$ cat config.mk
export PLATFORM = sky130hd
export DESIGN_NAME = note_gate_length_scheduler
export DESIGN_NICKNAME = d
export VERILOG_FILES = /design/src/rtl/core/ngls_pkg.sv /design/src/rtl/core/note_gate_length_scheduler.sv /design/src/rtl/core/ngls_ram.sv /design/src/rtl/core/ngls_len.sv
export SDC_FILE = /design/constraint.sdc
export NUM_CORES = 2
export LEC_CHECK = 0
export BUFFER_PORTS_ARGS = -buffer_cell sky130_fd_sc_hd__buf_4
export CORE_MARGIN = 1.5
export CORE_UTILIZATION = 55
export DETAILED_ROUTE_END_ITERATION = 10
export PLACE_DENSITY = 0.81
export SLEW_MARGIN = 40
export SYNTH_ARGS = -nofsm -noshare
export SYNTH_HDL_FRONTEND = slang
export SYNTH_SLANG_ARGS = --single-unit
$ cat constraint.sdc
create_clock -name i_clk -period 6.48 [get_ports i_clk]
set_input_delay 0 -clock i_clk [delete_from_list [all_inputs] [get_ports i_clk]]
set_output_delay 0 -clock i_clk [all_outputs]
set_load 0.1 [all_outputs]
$ cat src/rtl/core/ngls_pkg.sv
package ngls_pkg;

    // Input function codes
    localparam logic [1:0] FUNC_NOTE_ON = 2'd0;
    localparam logic [1:0] FUNC_TICK    = 2'd1;
    localparam logic [1:0] FUNC_RESET   = 2'd2;

    // Gate modes
    localparam logic [1:0] MODE_PERCENT = 2'd0;
    localparam logic [1:0] MODE_MS      = 2'd1;
    localparam logic [1:0] MODE_TICKS   = 2'd2;

    // Configuration register indexes
    localparam logic [2:0] CFG_ENABLE     = 3'd0;
    localparam logic [2:0] CFG_MODE       = 3'd1;
    localparam logic [2:0] CFG_GATE_VALUE = 3'd2;
    localparam logic [2:0] CFG_MIN_LENGTH = 3'd3;
    localparam logic [2:0] CFG_MAX_LENGTH = 3'd4;
    localparam logic [2:0] CFG_TRACK_ID   = 3'd5;

    localparam logic [15:0] GATE_VALUE_RST = 16'd100;

    // Gate length arithmetic: 500 ms base, percent, 96 ticks per base
    localparam int unsigned BASE_MS        = 500;
    localparam int unsigned PCT_DIV        = 100;
    localparam int unsigned PCT_MULT       = BASE_MS / PCT_DIV;
    localparam int unsigned TICKS_PER_BASE = 96;
    // 96 = 32 * 3: shift by 5, then divide by 3 through a reciprocal
    localparam int unsigned TICK_SHIFT     = 5;
    localparam int unsigned RECIP3_SHIFT   = 21;
    localparam int unsigned RECIP3         = ((1 << RECIP3_SHIFT) + 2) / 3;
    localparam int unsigned LEN_W          = 20;

    typedef enum logic [2:0] {
        S_IDLE,
        S_LEN_A,
        S_LEN_B,
        S_LEN_C,
        S_LEN_SET,
        S_SCAN_RD,
        S_SCAN_CHK,
        S_FLUSH
    } t_state;

    typedef struct packed {
        logic [1:0]  func;
        logic [6:0]  note;
        logic [6:0]  velocity;
        logic [3:0]  channel;
        logic [31:0] time_ms;
    } t_in;

    typedef struct packed {
        logic        msg_valid;
        logic        accepted;
        logic [3:0]  out_track;
        logic [6:0]  out_note;
        logic [6:0]  out_velocity;
        logic [3:0]  out_channel;
        logic [4:0]  active_count;
        logic [31:0] total_count;
        logic        last;
    } t_out;

    typedef struct packed {
        logic [6:0]  note;
        logic [3:0]  channel;
        logic [31:0] off_time;
    } t_slot;

    typedef struct packed {
        logic [1:0]  mode;
        logic [15:0] gate_value;
        logic [15:0] min_length;
        logic [15:0] max_length;
    } t_gate_cfg;

endpackage

$ cat src/rtl/core/note_gate_length_scheduler.sv
// Gate-time scheduler for one MIDI track, one item at a time under a small sequencer.
// Note-on: accept, then the 3-stage length unit, the store into the slot RAM and the flush;
// a rejected note-on or unused function goes straight to flush; the input stalls until flush ends.
// Tick / release-all: slots are scanned one at a time through the single slot-RAM read port
// and shared compare; a held slot's check waits while a note-off cannot reach the output.
// Reset (sync, active low) clears slot valid bits, counts, config; slot RAM is not cleared.
module note_gate_length_scheduler #(
    parameter int SLOTS = 16
) (
    input  logic               i_clk,
    input  logic               i_rst_n,
    // item channel
    input  logic               i_in_valid,
    output logic               o_in_stall,
    input  ngls_pkg::t_in      i_in_data,
    // result channel
    output logic               o_out_valid,
    input  logic               i_out_stall,
    output ngls_pkg::t_out     o_out_data,
    // configuration write channel
    input  logic               i_cfg_valid,
    output logic               o_cfg_ready,
    input  logic [2:0]         i_cfg_index,
    input  logic [15:0]        i_cfg_data
);

    localparam int IW = (SLOTS > 1) ? $clog2(SLOTS) : 1;
    localparam int CW = $clog2(SLOTS + 1);

    // ---------------------------------------------------------------- config
    logic        r_enable;
    logic [1:0]  r_mode;
    logic [15:0] r_gate_value;
    logic [15:0] r_min_length;
    logic [15:0] r_max_length;
    logic [3:0]  r_track_id;

    assign o_cfg_ready = 1'b1;

    always_ff @(posedge i_clk) begin
        if (!i_rst_n) begin
            r_enable     <= 1'b0;
            r_mode       <= ngls_pkg::MODE_PERCENT;
            r_gate_value <= ngls_pkg::GATE_VALUE_RST;
            r_min_length <= '0;
            r_max_length <= '0;
            r_track_id   <= '0;
        end else if (i_cfg_valid && o_cfg_ready) begin
            unique case (i_cfg_index)
                ngls_pkg::CFG_ENABLE:     r_enable     <= i_cfg_data[0];
                ngls_pkg::CFG_MODE:       r_mode       <= i_cfg_data[1:0];
                ngls_pkg::CFG_GATE_VALUE: r_gate_value <= i_cfg_data;
                ngls_pkg::CFG_MIN_LENGTH: r_min_length <= i_cfg_data;
                ngls_pkg::CFG_MAX_LENGTH: r_max_length <= i_cfg_data;
                ngls_pkg::CFG_TRACK_ID:   r_track_id   <= i_cfg_data[3:0];
                default: begin
                end
            endcase
        end
    end

    // ------------------------------------------------------ gate length unit
    // Free-running from the config registers; three stages settle well before
    // the store step reads the length.
    ngls_pkg::t_gate_cfg        w_gate_cfg;
    logic [ngls_pkg::LEN_W-1:0] w_len;

    assign w_gate_cfg = '{mode:       r_mode,
                          gate_value: r_gate_value,
                          min_length: r_min_length,
                          max_length: r_max_length};

    ngls_len u_len (
        .i_clk (i_clk),
        .i_cfg (w_gate_cfg),
        .o_len (w_len)
    );

    // ---------------------------------------------------------------- state
    ngls_pkg::t_state r_state, n_state;
    logic [SLOTS-1:0] r_active, n_active;
    logic [CW-1:0]    r_held, n_held;
    logic [31:0]      r_total, n_total;
    ngls_pkg::t_in    r_item, n_item;
    logic [IW-1:0]    r_slot, n_slot;
    logic [IW-1:0]    r_idx, n_idx;
    ngls_pkg::t_out   r_pend, n_pend;
    logic             r_pend_v, n_pend_v;
    ngls_pkg::t_out   r_out, n_out;
    logic             r_out_v, n_out_v;

    logic             w_in_acc;
    logic             w_out_free;
    logic             w_idx_last;
    logic             w_free_found;
    logic [IW-1:0]    w_free_idx;
    logic             w_hit;
    logic             w_chk_wait;
    logic             w_ram_we;
    ngls_pkg::t_slot  w_wr_slot;
    ngls_pkg::t_slot  w_rd_slot;
    ngls_pkg::t_out   w_empty;

    assign w_in_acc   = i_in_valid && !o_in_stall;
    assign w_out_free = !r_out_v || !i_out_stall;
    assign w_idx_last = (r_idx == IW'(SLOTS - 1));

    // lowest free slot
    always_comb begin
        w_free_found = 1'b0;
        w_free_idx   = '0;
        for (int i = SLOTS - 1; i >= 0; i--) begin
            if (!r_active[i]) begin
                w_free_found = 1'b1;
                w_free_idx   = IW'(i);
            end
        end
    end

    // shared compare: expiry or release-all
    assign w_hit = (r_item.func == ngls_pkg::FUNC_RESET) ||
                   (r_enable && (r_item.time_ms >= w_rd_slot.off_time));
    // a previous note-off still waits for the output register
    assign w_chk_wait = w_hit && r_pend_v && !w_out_free;

    // ------------------------------------------------------------ slot store
    assign w_wr_slot = '{note:     r_item.note,
                         channel:  r_item.channel,
                         off_time: r_item.time_ms + 32'(w_len)};

    ngls_ram #(
        .WIDTH ($bits(ngls_pkg::t_slot)),
        .DEPTH (SLOTS)
    ) u_slot_ram (
        .i_clk   (i_clk),
        .i_we    (w_ram_we),
        .i_waddr (r_slot),
        .i_wdata (w_wr_slot),
        .i_raddr (r_idx),
        .o_rdata (w_rd_slot)
    );

    // ------------------------------------------------------------ next state
    always_comb begin
        n_state = r_state;
        unique case (r_state)
            ngls_pkg::S_IDLE: begin
                if (w_in_acc) begin
                    priority if (i_in_data.func == ngls_pkg::FUNC_NOTE_ON) begin
                        n_state = (r_enable && w_free_found) ? ngls_pkg::S_LEN_A
                                                             : ngls_pkg::S_FLUSH;
                    end else if (i_in_data.func == ngls_pkg::FUNC_TICK ||
                                 i_in_data.func == ngls_pkg::FUNC_RESET) begin
                        n_state = ngls_pkg::S_SCAN_RD;
                    end else begin
                        n_state = ngls_pkg::S_FLUSH;
                    end
                end
            end
            ngls_pkg::S_LEN_A:   n_state = ngls_pkg::S_LEN_B;
            ngls_pkg::S_LEN_B:   n_state = ngls_pkg::S_LEN_C;
            ngls_pkg::S_LEN_C:   n_state = ngls_pkg::S_LEN_SET;
            ngls_pkg::S_LEN_SET: n_state = ngls_pkg::S_FLUSH;
            ngls_pkg::S_SCAN_RD: begin
                if (r_active[r_idx]) begin
                    n_state = ngls_pkg::S_SCAN_CHK;
                end else if (w_idx_last) begin
                    n_state = ngls_pkg::S_FLUSH;
                end
            end
            ngls_pkg::S_SCAN_CHK: begin
                if (!w_chk_wait) begin
                    n_state = w_idx_last ? ngls_pkg::S_FLUSH : ngls_pkg::S_SCAN_RD;
                end
            end
            ngls_pkg::S_FLUSH: begin
                if (w_out_free) begin
                    n_state = ngls_pkg::S_IDLE;
                end
            end
            default: n_state = ngls_pkg::S_IDLE;
        endcase
    end

    // ---------------------------------------------------------- control outs
    always_comb begin
        o_in_stall = (r_state != ngls_pkg::S_IDLE);
        w_ram_we   = (r_state == ngls_pkg::S_LEN_SET);
    end

    // -------------------------------------------------------------- datapath
    // Each result word is parked in r_pend until it is known whether another
    // follows, so the last flag is always right.
    always_comb begin
        w_empty              = '0;
        w_empty.active_count = 5'(r_held);
        w_empty.total_count  = r_total;

        n_active = r_active;
        n_held   = r_held;
        n_total  = r_total;
        n_item   = r_item;
        n_slot   = r_slot;
        n_idx    = r_idx;
        n_pend   = r_pend;
        n_pend_v = r_pend_v;
        n_out    = r_out;
        n_out_v  = r_out_v && i_out_stall;

        unique case (r_state)
            ngls_pkg::S_IDLE: begin
                if (w_in_acc) begin
                    n_item   = i_in_data;
                    n_slot   = w_free_idx;
                    n_idx    = '0;
                    n_pend_v = 1'b0;
                end
            end
            ngls_pkg::S_LEN_SET: begin
                n_active[r_slot]    = 1'b1;
                n_held              = r_held + CW'(1);
                n_total             = r_total + 32'd1;
                n_pend.msg_valid    = 1'b1;
                n_pend.accepted     = 1'b1;
                n_pend.out_track    = r_track_id;
                n_pend.out_note     = r_item.note;
                n_pend.out_velocity = r_item.velocity;
                n_pend.out_channel  = r_item.channel;
                n_pend.active_count = 5'(r_held + CW'(1));
                n_pend.total_count  = r_total + 32'd1;
                n_pend.last         = 1'b0;
                n_pend_v            = 1'b1;
            end
            ngls_pkg::S_SCAN_RD: begin
                if (!r_active[r_idx] && !w_idx_last) begin
                    n_idx = r_idx + IW'(1);
                end
            end
            ngls_pkg::S_SCAN_CHK: begin
                if (!w_chk_wait) begin
                    if (w_hit) begin
                        if (r_pend_v) begin
                            n_out   = r_pend;
                            n_out_v = 1'b1;
                        end
                        n_active[r_idx]     = 1'b0;
                        n_held              = r_held - CW'(1);
                        n_pend.msg_valid    = 1'b1;
                        n_pend.accepted     = 1'b0;
                        n_pend.out_track    = r_track_id;
                        n_pend.out_note     = w_rd_slot.note;
                        n_pend.out_velocity = '0;
                        n_pend.out_channel  = w_rd_slot.channel;
                        n_pend.active_count = 5'(r_held - CW'(1));
                        n_pend.total_count  = r_total;
                        n_pend.last         = 1'b0;
                        n_pend_v            = 1'b1;
                    end
                    if (!w_idx_last) begin
                        n_idx = r_idx + IW'(1);
                    end
                end
            end
            ngls_pkg::S_FLUSH: begin
                if (w_out_free) begin
                    n_out      = r_pend_v ? r_pend : w_empty;
                    n_out.last = 1'b1;
                    n_out_v    = 1'b1;
                    n_pend_v   = 1'b0;
                end
            end
            default: begin
            end
        endcase
    end

    // ------------------------------------------------------------- registers
    always_ff @(posedge i_clk) begin
        if (!i_rst_n) begin
            r_state  <= ngls_pkg::S_IDLE;
            r_active <= '0;
            r_held   <= '0;
            r_total  <= '0;
            r_pend_v <= 1'b0;
            r_out_v  <= 1'b0;
        end else begin
            r_state  <= n_state;
            r_active <= n_active;
            r_held   <= n_held;
            r_total  <= n_total;
            r_pend_v <= n_pend_v;
            r_out_v  <= n_out_v;
        end
    end

    always_ff @(posedge i_clk) begin
        r_item <= n_item;
        r_slot <= n_slot;
        r_idx  <= n_idx;
        r_pend <= n_pend;
        r_out  <= n_out;
    end

    assign o_out_valid = r_out_v;
    assign o_out_data  = r_out;

    // ------------------------------------------------------------ assertions
    a_held_matches_slots : assert property (@(posedge i_clk) disable iff (!i_rst_n)
        $countones(r_active) == int'(r_held))
        else $error("held count out of step with slot valid bits");

    a_busy_after_accept : assert property (@(posedge i_clk) disable iff (!i_rst_n)
        (i_in_valid && !o_in_stall) |=> o_in_stall)
        else $error("item accepted while previous still in progress");

    a_note_off_velocity : assert property (@(posedge i_clk) disable iff (!i_rst_n)
        (o_out_valid && o_out_data.msg_valid && !o_out_data.accepted)
        |-> (o_out_data.out_velocity == 7'd0))
        else $error("note-off word with nonzero velocity");

    a_flush_ends_item : assert property (@(posedge i_clk) disable iff (!i_rst_n)
        (r_state == ngls_pkg::S_FLUSH && w_out_free)
        |=> (o_out_valid && o_out_data.last && !r_pend_v))
        else $error("final word of an item not delivered with last set");

endmodule

$ cat src/rtl/core/ngls_ram.sv
module ngls_ram #(
    parameter int WIDTH = 8,
    parameter int DEPTH = 16
) (
    input  logic                                  i_clk,
    input  logic                                  i_we,
    input  logic [((DEPTH > 1) ? $clog2(DEPTH) : 1)-1:0] i_waddr,
    input  logic [WIDTH-1:0]                      i_wdata,
    input  logic [((DEPTH > 1) ? $clog2(DEPTH) : 1)-1:0] i_raddr,
    output logic [WIDTH-1:0]                      o_rdata
);

    logic [WIDTH-1:0] r_mem [DEPTH];
    logic [WIDTH-1:0] r_rdata;

    always_ff @(posedge i_clk) begin
        if (i_we) begin
            r_mem[i_waddr] <= i_wdata;
        end
        r_rdata <= r_mem[i_raddr];
    end

    assign o_rdata = r_rdata;

endmodule

$ cat src/rtl/core/ngls_len.sv
module ngls_len (
    input  logic                            i_clk,
    input  ngls_pkg::t_gate_cfg             i_cfg,
    output logic [ngls_pkg::LEN_W-1:0]      o_len
);

    logic [1:0]                  r_mode_a;
    logic [ngls_pkg::LEN_W-1:0]  r_base_a;
    logic [ngls_pkg::LEN_W-1:0]  r_len_b;
    logic [ngls_pkg::LEN_W-1:0]  r_len_c;
    logic [ngls_pkg::LEN_W-1:0]  n_base_a;
    logic [ngls_pkg::LEN_W-1:0]  n_len_b;
    logic [ngls_pkg::LEN_W-1:0]  n_len_c;
    logic [39:0]                 w_prod;

    // stage A: scale gate value by mode
    always_comb begin
        unique case (i_cfg.mode)
            ngls_pkg::MODE_PERCENT: begin
                n_base_a = ngls_pkg::LEN_W'(32'(i_cfg.gate_value) * ngls_pkg::PCT_MULT);
            end
            ngls_pkg::MODE_MS: begin
                n_base_a = ngls_pkg::LEN_W'(i_cfg.gate_value);
            end
            ngls_pkg::MODE_TICKS: begin
                n_base_a = ngls_pkg::LEN_W'((32'(i_cfg.gate_value) * ngls_pkg::BASE_MS)
                                            >> ngls_pkg::TICK_SHIFT);
            end
            default: begin
                n_base_a = ngls_pkg::LEN_W'(ngls_pkg::BASE_MS);
            end
        endcase
    end

    // stage B: divide by 3 (ticks mode), exact below 2^20
    assign w_prod = 40'(r_base_a) * 40'(ngls_pkg::RECIP3);

    always_comb begin
        if (r_mode_a == ngls_pkg::MODE_TICKS) begin
            n_len_b = ngls_pkg::LEN_W'(w_prod >> ngls_pkg::RECIP3_SHIFT);
        end else begin
            n_len_b = r_base_a;
        end
    end

    // stage C: limits, floor of 1 ms
    always_comb begin
        n_len_c = r_len_b;
        if (i_cfg.min_length != 16'd0 && n_len_c < ngls_pkg::LEN_W'(i_cfg.min_length)) begin
            n_len_c = ngls_pkg::LEN_W'(i_cfg.min_length);
        end
        if (i_cfg.max_length != 16'd0 && n_len_c > ngls_pkg::LEN_W'(i_cfg.max_length)) begin
            n_len_c = ngls_pkg::LEN_W'(i_cfg.max_length);
        end
        if (n_len_c == '0) begin
            n_len_c = ngls_pkg::LEN_W'(1);
        end
    end

    always_ff @(posedge i_clk) begin
        r_mode_a <= i_cfg.mode;
        r_base_a <= n_base_a;
        r_len_b  <= n_len_b;
        r_len_c  <= n_len_c;
    end

    assign o_len = r_len_c;

endmodule
# --- Word-level counts from Yosys, hierarchy flattened ---
# Memory sizes are Yosys's and may differ from the RTL's. A register that Yosys moved wholly into a read port is not among the register bits.
# Cells that the tools add are included.
classes:
  add_sub_neg: 5
  multipliers: 3
  n_div: 0
  order_cmp: 7
  n_eq_ne: 27
  shift: 0
  mux: 83
  bitwise: 3
  reduce_logical: 47
op_table:
  columns: ["cell", "n"]
  rows:
  - ["62-bit 2-to-1 mux", 7]
  - ["62-bit case mux with 2 select lines", 2]
  - ["20-bit case mux with 3 select lines", 1]
  - ["4-bit 2-to-1 mux", 12]
  - ["20-bit by 20-bit multiplier with 40-bit output, second input constant", 1]
  - ["20-bit 2-to-1 mux", 2]
  - ["3-bit 2-to-1 mux", 11]
  - ["32-bit by 1-bit adder with 32-bit output, second input constant", 1]
  - ["32-bit by 20-bit adder with 32-bit output", 1]
  - ["32-bit >= comparator", 1]
  - ["16-bit 2-to-1 mux", 2]
  - ["16-bit case mux with 2 select lines", 1]
  - ["16-bit nonzero test", 2]
  - ["1-bit 2-to-1 mux", 30]
  - ["3-bit case mux with 8 select lines", 1]
  - ["16-bit by 7-bit multiplier with 23-bit output, second input constant", 1]
  - ["20-bit by 16-bit greater-than comparator with 1-bit output", 1]
  - ["20-bit zero test", 1]
  - ["20-bit by 16-bit less-than comparator with 1-bit output", 1]
  - ["16-bit by 3-bit multiplier with 19-bit output, second input constant", 1]
  - ["19-bit 2-to-1 mux", 1]
  - ["3-bit equality test, second input constant", 6]
  - ["16-bit bitwise AND", 1]
  - ["16-bit inverter", 1]
  - ["34 further kinds", 86]
word_totals:
  reg_bits: 359
  latchBits: 0
  mem_bits_rw: 688
  romBits: 0
  inputBits: 76
  out_inout_bits: 65
  word_cells: 221
  mem_count: 1
memory_table:
  columns: ["name", "depth", "width", "read_ports", "rd_ports_with_merged_regs", "write_ports", "line", "rtl"]
  rows:
  - ["u_slot_ram.r_mem", 16, 43, 1, 1, 1, "ngls_ram.sv:13", "logic [WIDTH-1:0] r_mem [DEPTH];"]

# --- Longest topological paths before layout ---
logic_depth:
  word_depth: 21
  mapped_depth: 23

# --- By module ---
# Synthesis repeated with hierarchy kept, for this count alone.
unflattened:
  hier_cells: 3820
  hier_area_um2: 53735.3
modules_own_cells:
  columns: ["module", "instances", "cells_each", "area_per_inst_um2", "seq_area_each_um2"]
  rows:
  - ["ngls_ram", 1, 1116, 26639.3, 21520.6]
  - ["note_gate_length_scheduler", 1, 1311, 13925.9, 7727.4]
  - ["ngls_len", 1, 1393, 13170.1, 1241.2]

# --- Worst setup path after synthesis ---
# No wires, ideal clock.
synth_path:
  path_type: "register -> register"
  from: "register r_item[20] in the netlist's numbering"
  to: "register r_out (netlist bit o_out_data[0]) (enable)"
  arrival_time_ps: 6224
  setup_slack_ps: -319
  stages_incl_launch_ff: 11
  synth_period_minus_slack_ps: 6799
  cell_sequence: "edfxtp_1 > ha_1 > nand3_1 > o221ai_1 > a21o_1 > a31oi_1 > a21oi_1 > o21ai_1 > nand2_1 > nor2_1 > a211oi_1"
synth_between:
  elab_chain_cells: 7
  elab_cells_between_ends: 8
synth_lines:
  columns: ["item", "line", "rtl"]
  rows:
  - ["from (decl)", "note_gate_length_scheduler.sv:84", "ngls_pkg::t_in r_item, n_item;"]
  - ["from (signal assigned)", "note_gate_length_scheduler.sv:297", "r_item <= n_item;"]
  - ["32-bit >= comparator (*)", "note_gate_length_scheduler.sv:122", "(r_enable && (r_item.time_ms >= w_rd_slot.off_time));"]
  - ["1-bit logical AND (*)", "note_gate_length_scheduler.sv:122", null]
  - ["1-bit logical OR (*)", "note_gate_length_scheduler.sv:121", "assign w_hit = (r_item.func == ngls_pkg::FUNC_RESET) ||"]
  - ["1-bit logical AND (2 in a row)", "note_gate_length_scheduler.sv:124", "assign w_chk_wait = w_hit && r_pend_v && !w_out_free;"]
  - ["2-bit inequality test (no source line)", null, null]
  - ["5-bit AND reduction (no source line) (*)", null, null]
  - ["to (signal assigned)", "note_gate_length_scheduler.sv:301", "r_out <= n_out;"]
  - ["to (decl)", "note_gate_length_scheduler.sv:89", "ngls_pkg::t_out r_out, n_out;"]
# Every way passes the cells marked *; elsewhere a longest branch is shown, timed or not.
# A chain may end at the register's enable or synchronous reset.

# --- Final worst setup path ---
layout_path:
  from: "register u_len.r_base_a[5] in the netlist's numbering"
  to: "register u_len.r_len_b[15] in the netlist's numbering"
layout_between:
  elab_chain_cells: 2
layout_lines:
  columns: ["item", "line", "rtl"]
  rows:
  - ["from (decl)", "ngls_len.sv:8", "logic [ngls_pkg::LEN_W-1:0] r_base_a;"]
  - ["from (signal assigned)", "ngls_len.sv:62", "r_base_a <= n_base_a;"]
  - ["20-bit by 20-bit multiplier with 40-bit output", "ngls_len.sv:36", "assign w_prod = 40'(r_base_a) * 40'(ngls_pkg::RECIP3);"]
  - ["19-bit 2-to-1 mux", "ngls_len.sv:39", "if (r_mode_a == ngls_pkg::MODE_TICKS) begin"]
  - ["net u_len.n_len_b, one bit", "ngls_len.sv:12", "logic [ngls_pkg::LEN_W-1:0] n_len_b;"]
  - ["to (signal assigned)", "ngls_len.sv:63", "r_len_b <= n_len_b;"]
  - ["to (decl)", "ngls_len.sv:9", "logic [ngls_pkg::LEN_W-1:0] r_len_b;"]
# The timed path passes the listed nets, and every way through them passes these cells.

==> key figures <==
Job
  – Max-Cap Viols: 0

Logic synthesis
  – Post-synthesis adder-cell area fraction: 15.6%
  – Mux share of post-synthesis cell area: 10.8%
  – Syn Inst Count: 3669
  – Top_reg_cell synth: edfxtp_1
  – Combinational family with the most area after synthesis: adder cells
  – Post-synth ARST share: 0%
  – Simple-Gate Fraction of Synth Area: 5.90%
  – Synth top area share: 48.7%
  – Mapped Nets: 4296
  – Synth Area per Inst: 14.6 um2
  – Register bit count reported by yosys: 1088
  – Seq/Total Area, Yosys: 56.8%
  – Mapped cell area: 0.0537 mm2
  – Synth Area in XOR/XNOR: 2.19%
  – Post-synth EDFFs: 870
  – Synth unique cells: 79
  – Post-synth top area cell: edfxtp_1
  – Top cells by area, synth: edfxtp_1 49%, mux4_2 9.2%, ha_1 8.3%
  – Post-synthesis compound-gate area fraction: 4.97%
  – Yosys warnings: 0

Timing
  – Max Slew Vio Count: 0
  – Final worst path period need: 6170 ps
  – RSZ-0062 raised after global routing: no
  – Skew final: 73.4 ps
  – Worst Tran Pin Value: 915 ps
  – Final period utilization: 95.1%
  – Maximum clock rate: 162 MHz
  – Max-slew headroom at the worst pin: 38.6%
  – Final setup fails: 0
  – Setup_tns: 0 ps
  – Hold Vio Cnt, Final: 0
  – WHS: 16.4 ps

Finish
  – Fin util: 63.9%
  – Nets: 4598
  – Share of cells above drive strength 1: 18.0%
  – Fill count: 6558
  – Non-Filler Instances: 5339
  – P&R area growth vs syn: 15.1%
  – Reg area: 0.0305 mm2
  – Area of the multi-input gates: 0.0216 mm2

Critical path
  – CP Max Fanout: 5
  – CP endpoint kind: flip-flop
  – Worst endpoint required time: 7070 ps
  – Worst r2r dst: u_len.r_len_b[15]
  – Worst reg2reg path depth: 21
  – FF-to-FF Start: u_len.r_base_a[5]
  – Data arrival, critical path: 6750 ps
  – Critical path, cell by cell: ha_1 > inv_1 > fa_1 > inv_1 > fa_1 > inv_1 > fa_1 > fa_1 > inv_1 > fa_1 > ha_1 > ha_1 > a21oi_1 > o21ai_0 > a41o_1 > o31ai_1 > a21o_1 > o21ai_1 > o21ai_2 > nor3b_1 > o31ai_1
  – Crit path largest cell delay: 570 ps
  – Most used cell along the critical path: fa_1
  – Slowest CP cell: fa_1
  – Critical path class: flip-flop to flip-flop
  – R2R Setup Slk: 310 ps
  – Crit path launch type: flip-flop

Pwr
  – Max VDD drop: 687 uV
  – Pwr Density: 426 mW/mm2
  – Sw Ratio: 35.4%
  – Internal: 0.0170 W
  – Part of the power in registers: 35.9%
  – Sw Pwr: 0.00930 W
  – Leakage: 23.9 nW
  – Combinational power share: 39.2%
  – Clock Power Share: 24.8%

Floorplan
  – Die W: 315 um
  – Initial Utilization: 55.5%
  – # rows: 114
  – Die Y: 315 um
  – Core ar.: 0.0967 mm2
  – I/O pin total: 141
  – Die footprint: 0.0994 mm2

Global routing
  – First-pass GRT wire length: 203000 um
  – Tot GR Track Use: 27.4%
  – GR peak layer: met2
  – GR Util met1: 35.6%
  – Vias in the first global route: 33900
  – Largest net degree at the start of global routing: 136
  – Antenna violations before repair: 7
  – Grt met3 use: 4.20%
  – GR Overflow Total: 0
  – GR Util met2: 46.4%

Placement
  – Port Buffer Count: 139
  – Cells after DPL: 5037
  – Post-DP HPWL: 83400 um
  – Routability cong.: 0.941

Outcome
  – Status: completed

Drt
  – Vias after detailed routing: 32200
  – Final wirelength: 133000 um
  – DRT antenna net count: 0
  – Drc violations: 0
  – DRT Pass-1 Iters: 5
  – DR iter-0 viols: 3470
  – Vias/cell: 6.02
  – Wire per inst: 24.9 um

Clocking
  – CTS max path bufs: 3
  – CTS tree: built
  – H-tree depth: 3
  – CTS clk-pin slew, worst paths: 70 ps
  – # clock sinks: 1088
  – Worst-skew pair later-pin latency: 720 ps
  – Clock root buffer: clkbuf_16
  – Total CTS buffers: 103

Worst hold path
  – Worst Hold Endpoint: r_item[39]
  – Hold_sp: i_in_data[39]
  – Hold depth: 2
  – Worst Hold Class: input pin to flip-flop
-- cell usage after synthesis, drive strengths merged (4+ instances only) --
| master | n |
|---|---|
| edfxtp | 870 |
| inv | 417 |
| ha | 355 |
| nand2 | 270 |
| mux4 | 220 |
| dfxtp | 218 |
| fa | 196 |
| nor2 | 112 |
| clkbuf | 98 |
| a21oi | 91 |
| o21ai | 90 |
| xnor2 | 84 |
| and2 | 63 |
| a21boi | 60 |
| mux2 | 57 |
| xor2 | 50 |
| nand3 | 42 |
| nor2b | 30 |
| a21o | 29 |
| a31oi | 25 |
| or3 | 23 |
| and3 | 22 |
| nand4 | 21 |
| buf | 19 |
| nand2b | 19 |
| nor3 | 19 |
| mux2i | 18 |
| o21a | 17 |
| a211oi | 15 |
| a41oi | 13 |
| nor4 | 10 |
| or2 | 8 |
| a211o | 7 |
| o22ai | 7 |
| or4 | 6 |
| a2111oi | 5 |
| and4 | 5 |
| o31a | 5 |
| o31ai | 5 |
| a22o | 4 |
| a31o | 4 |
| nor3b | 4 |
| o211ai | 4 |
-- layout by cell type (no fill, tap or decap), types with 14 or more instances in the layout --
master	count
clkbuf_1	19
dfxtp_1	217
buf_4	185
clkbuf_16	104
nand2b_1	19
mux4_2	220
nand4_1	21
mux2i_1	18
inv_1	417
clkinv_2	21
and2_1	62
ha_1	355
o21ai_1	14
or3_1	23
and3_1	22
nand2_1	270
a211oi_1	14
xnor2_2	19
nor2_1	100
a21boi_0	48
nor2b_1	30
dlygate4sd3_1	104
nand3_1	42
a21oi_1	88
o21ai_0	75
fa_1	196
a21o_1	29
xor2_1	40
bufinv_16	17
nor3_1	14
o21a_1	17
mux2_2	56
xnor2_1	65
edfxtp_1	870
a31oi_1	23
-- kinds of logic (layout without fill, tap and decap cells) --
logic type	Yosys count	in the layout
mux	295	295
simple gates	660	660
fa+ha+maj	551	551
buf+inv	534	926
compound gates	406	406
xor+xnor	134	134
other cells	1	3
flops	1088	1088
-- layout make-up --
cell class / count / area share [%]
antenna: 2 / 0.00811
clock buffer: 134 / 4.58
clock inverter: 61 / 1.41
inverter: 417 / 2.53
multi-input combinational: 2047 / 34.9
sequential: 1088 / 49.4
tap: 1276 / 2.59
timing repair buffer: 314 / 4.60
-- through the flow --
| stage | setup WS [ps] | total power (W) | instance area (um2) |
|---|---|---|---|
| after global placement | 188 | 0.0191 | 56400 |
| after floorplan | 536 | 0.0166 | 53700 |
| after detailed placement | 27.4 | 0.0196 | 56900 |
| after CTS | 26.5 | 0.0263 | 61700 |
| after global routing | 21.3 | 0.0278 | 61700 |
| final | 315 | 0.0263 | 61700 |
-- routing by layer --
metal,vias to the layer above,wire (um)
li1,14000,-
met1,16300,50600
met2,1558,66500
met3,334,10300
met4,6,5460
met5,-,39
-- state kept, by name, summed over array words and instances (netlist names), 5 cells and up --
signal              cells
r_min_length           16
u_slot_ram.o_rdata     43
r_total                32
u_slot_ram.r_mem      688
r_gate_value           16
o_out_data             62
r_pend                 60
u_len.o_len            20
r_active               16
r_max_length           16
u_len.r_len_b          20
u_len.r_base_a         20
r_item                 52
r_held                  5
-- power by group through the flow --
stage	clock, W	combinational [W]	sequential [W]
after global routing	0.00684	0.0114	0.00949
after floorplan	0	0.00699	0.00962
after detailed placement	0	0.0100	0.00956
after global placement	0	0.00955	0.00953
final	0.00653	0.0103	0.00945
after CTS	0.00658	0.0103	0.00943
-- worst max-delay path by stage --
stage / start / depth (start not counted) / to
floorplan: u_len.r_base_a[12] / 21 / u_len.r_len_b[10]
global placement: u_len.r_base_a[4] / 21 / u_len.r_len_b[17]
detailed placement: u_len.r_base_a[4] / 21 / u_len.r_len_b[17]
CTS: u_len.r_base_a[4] / 21 / u_len.r_len_b[10]
global route: u_len.r_base_a[5] / 21 / u_len.r_len_b[15]
finish: u_len.r_base_a[5] / 21 / u_len.r_len_b[15]
-- timing repair --
item                       4_1_cts  5_1_grt
hold buffers                   104        0
resized for setup                0        6
setup endpoints to repair        0       12
buffers inserted                 0        1
hold endpoints to repair       135        0
-- worst max-delay path: cells and delay by family (launching register included) --
family	cells	cell delay (ps)
buffers and inverters	4	280
flip-flops	1	450
AND/OR/NAND/NOR	1	160
AO/OA/AOI/OAI	8	1680
adder cells (fa/ha/maj)	8	3520
(Power assumes the default switching activity.)
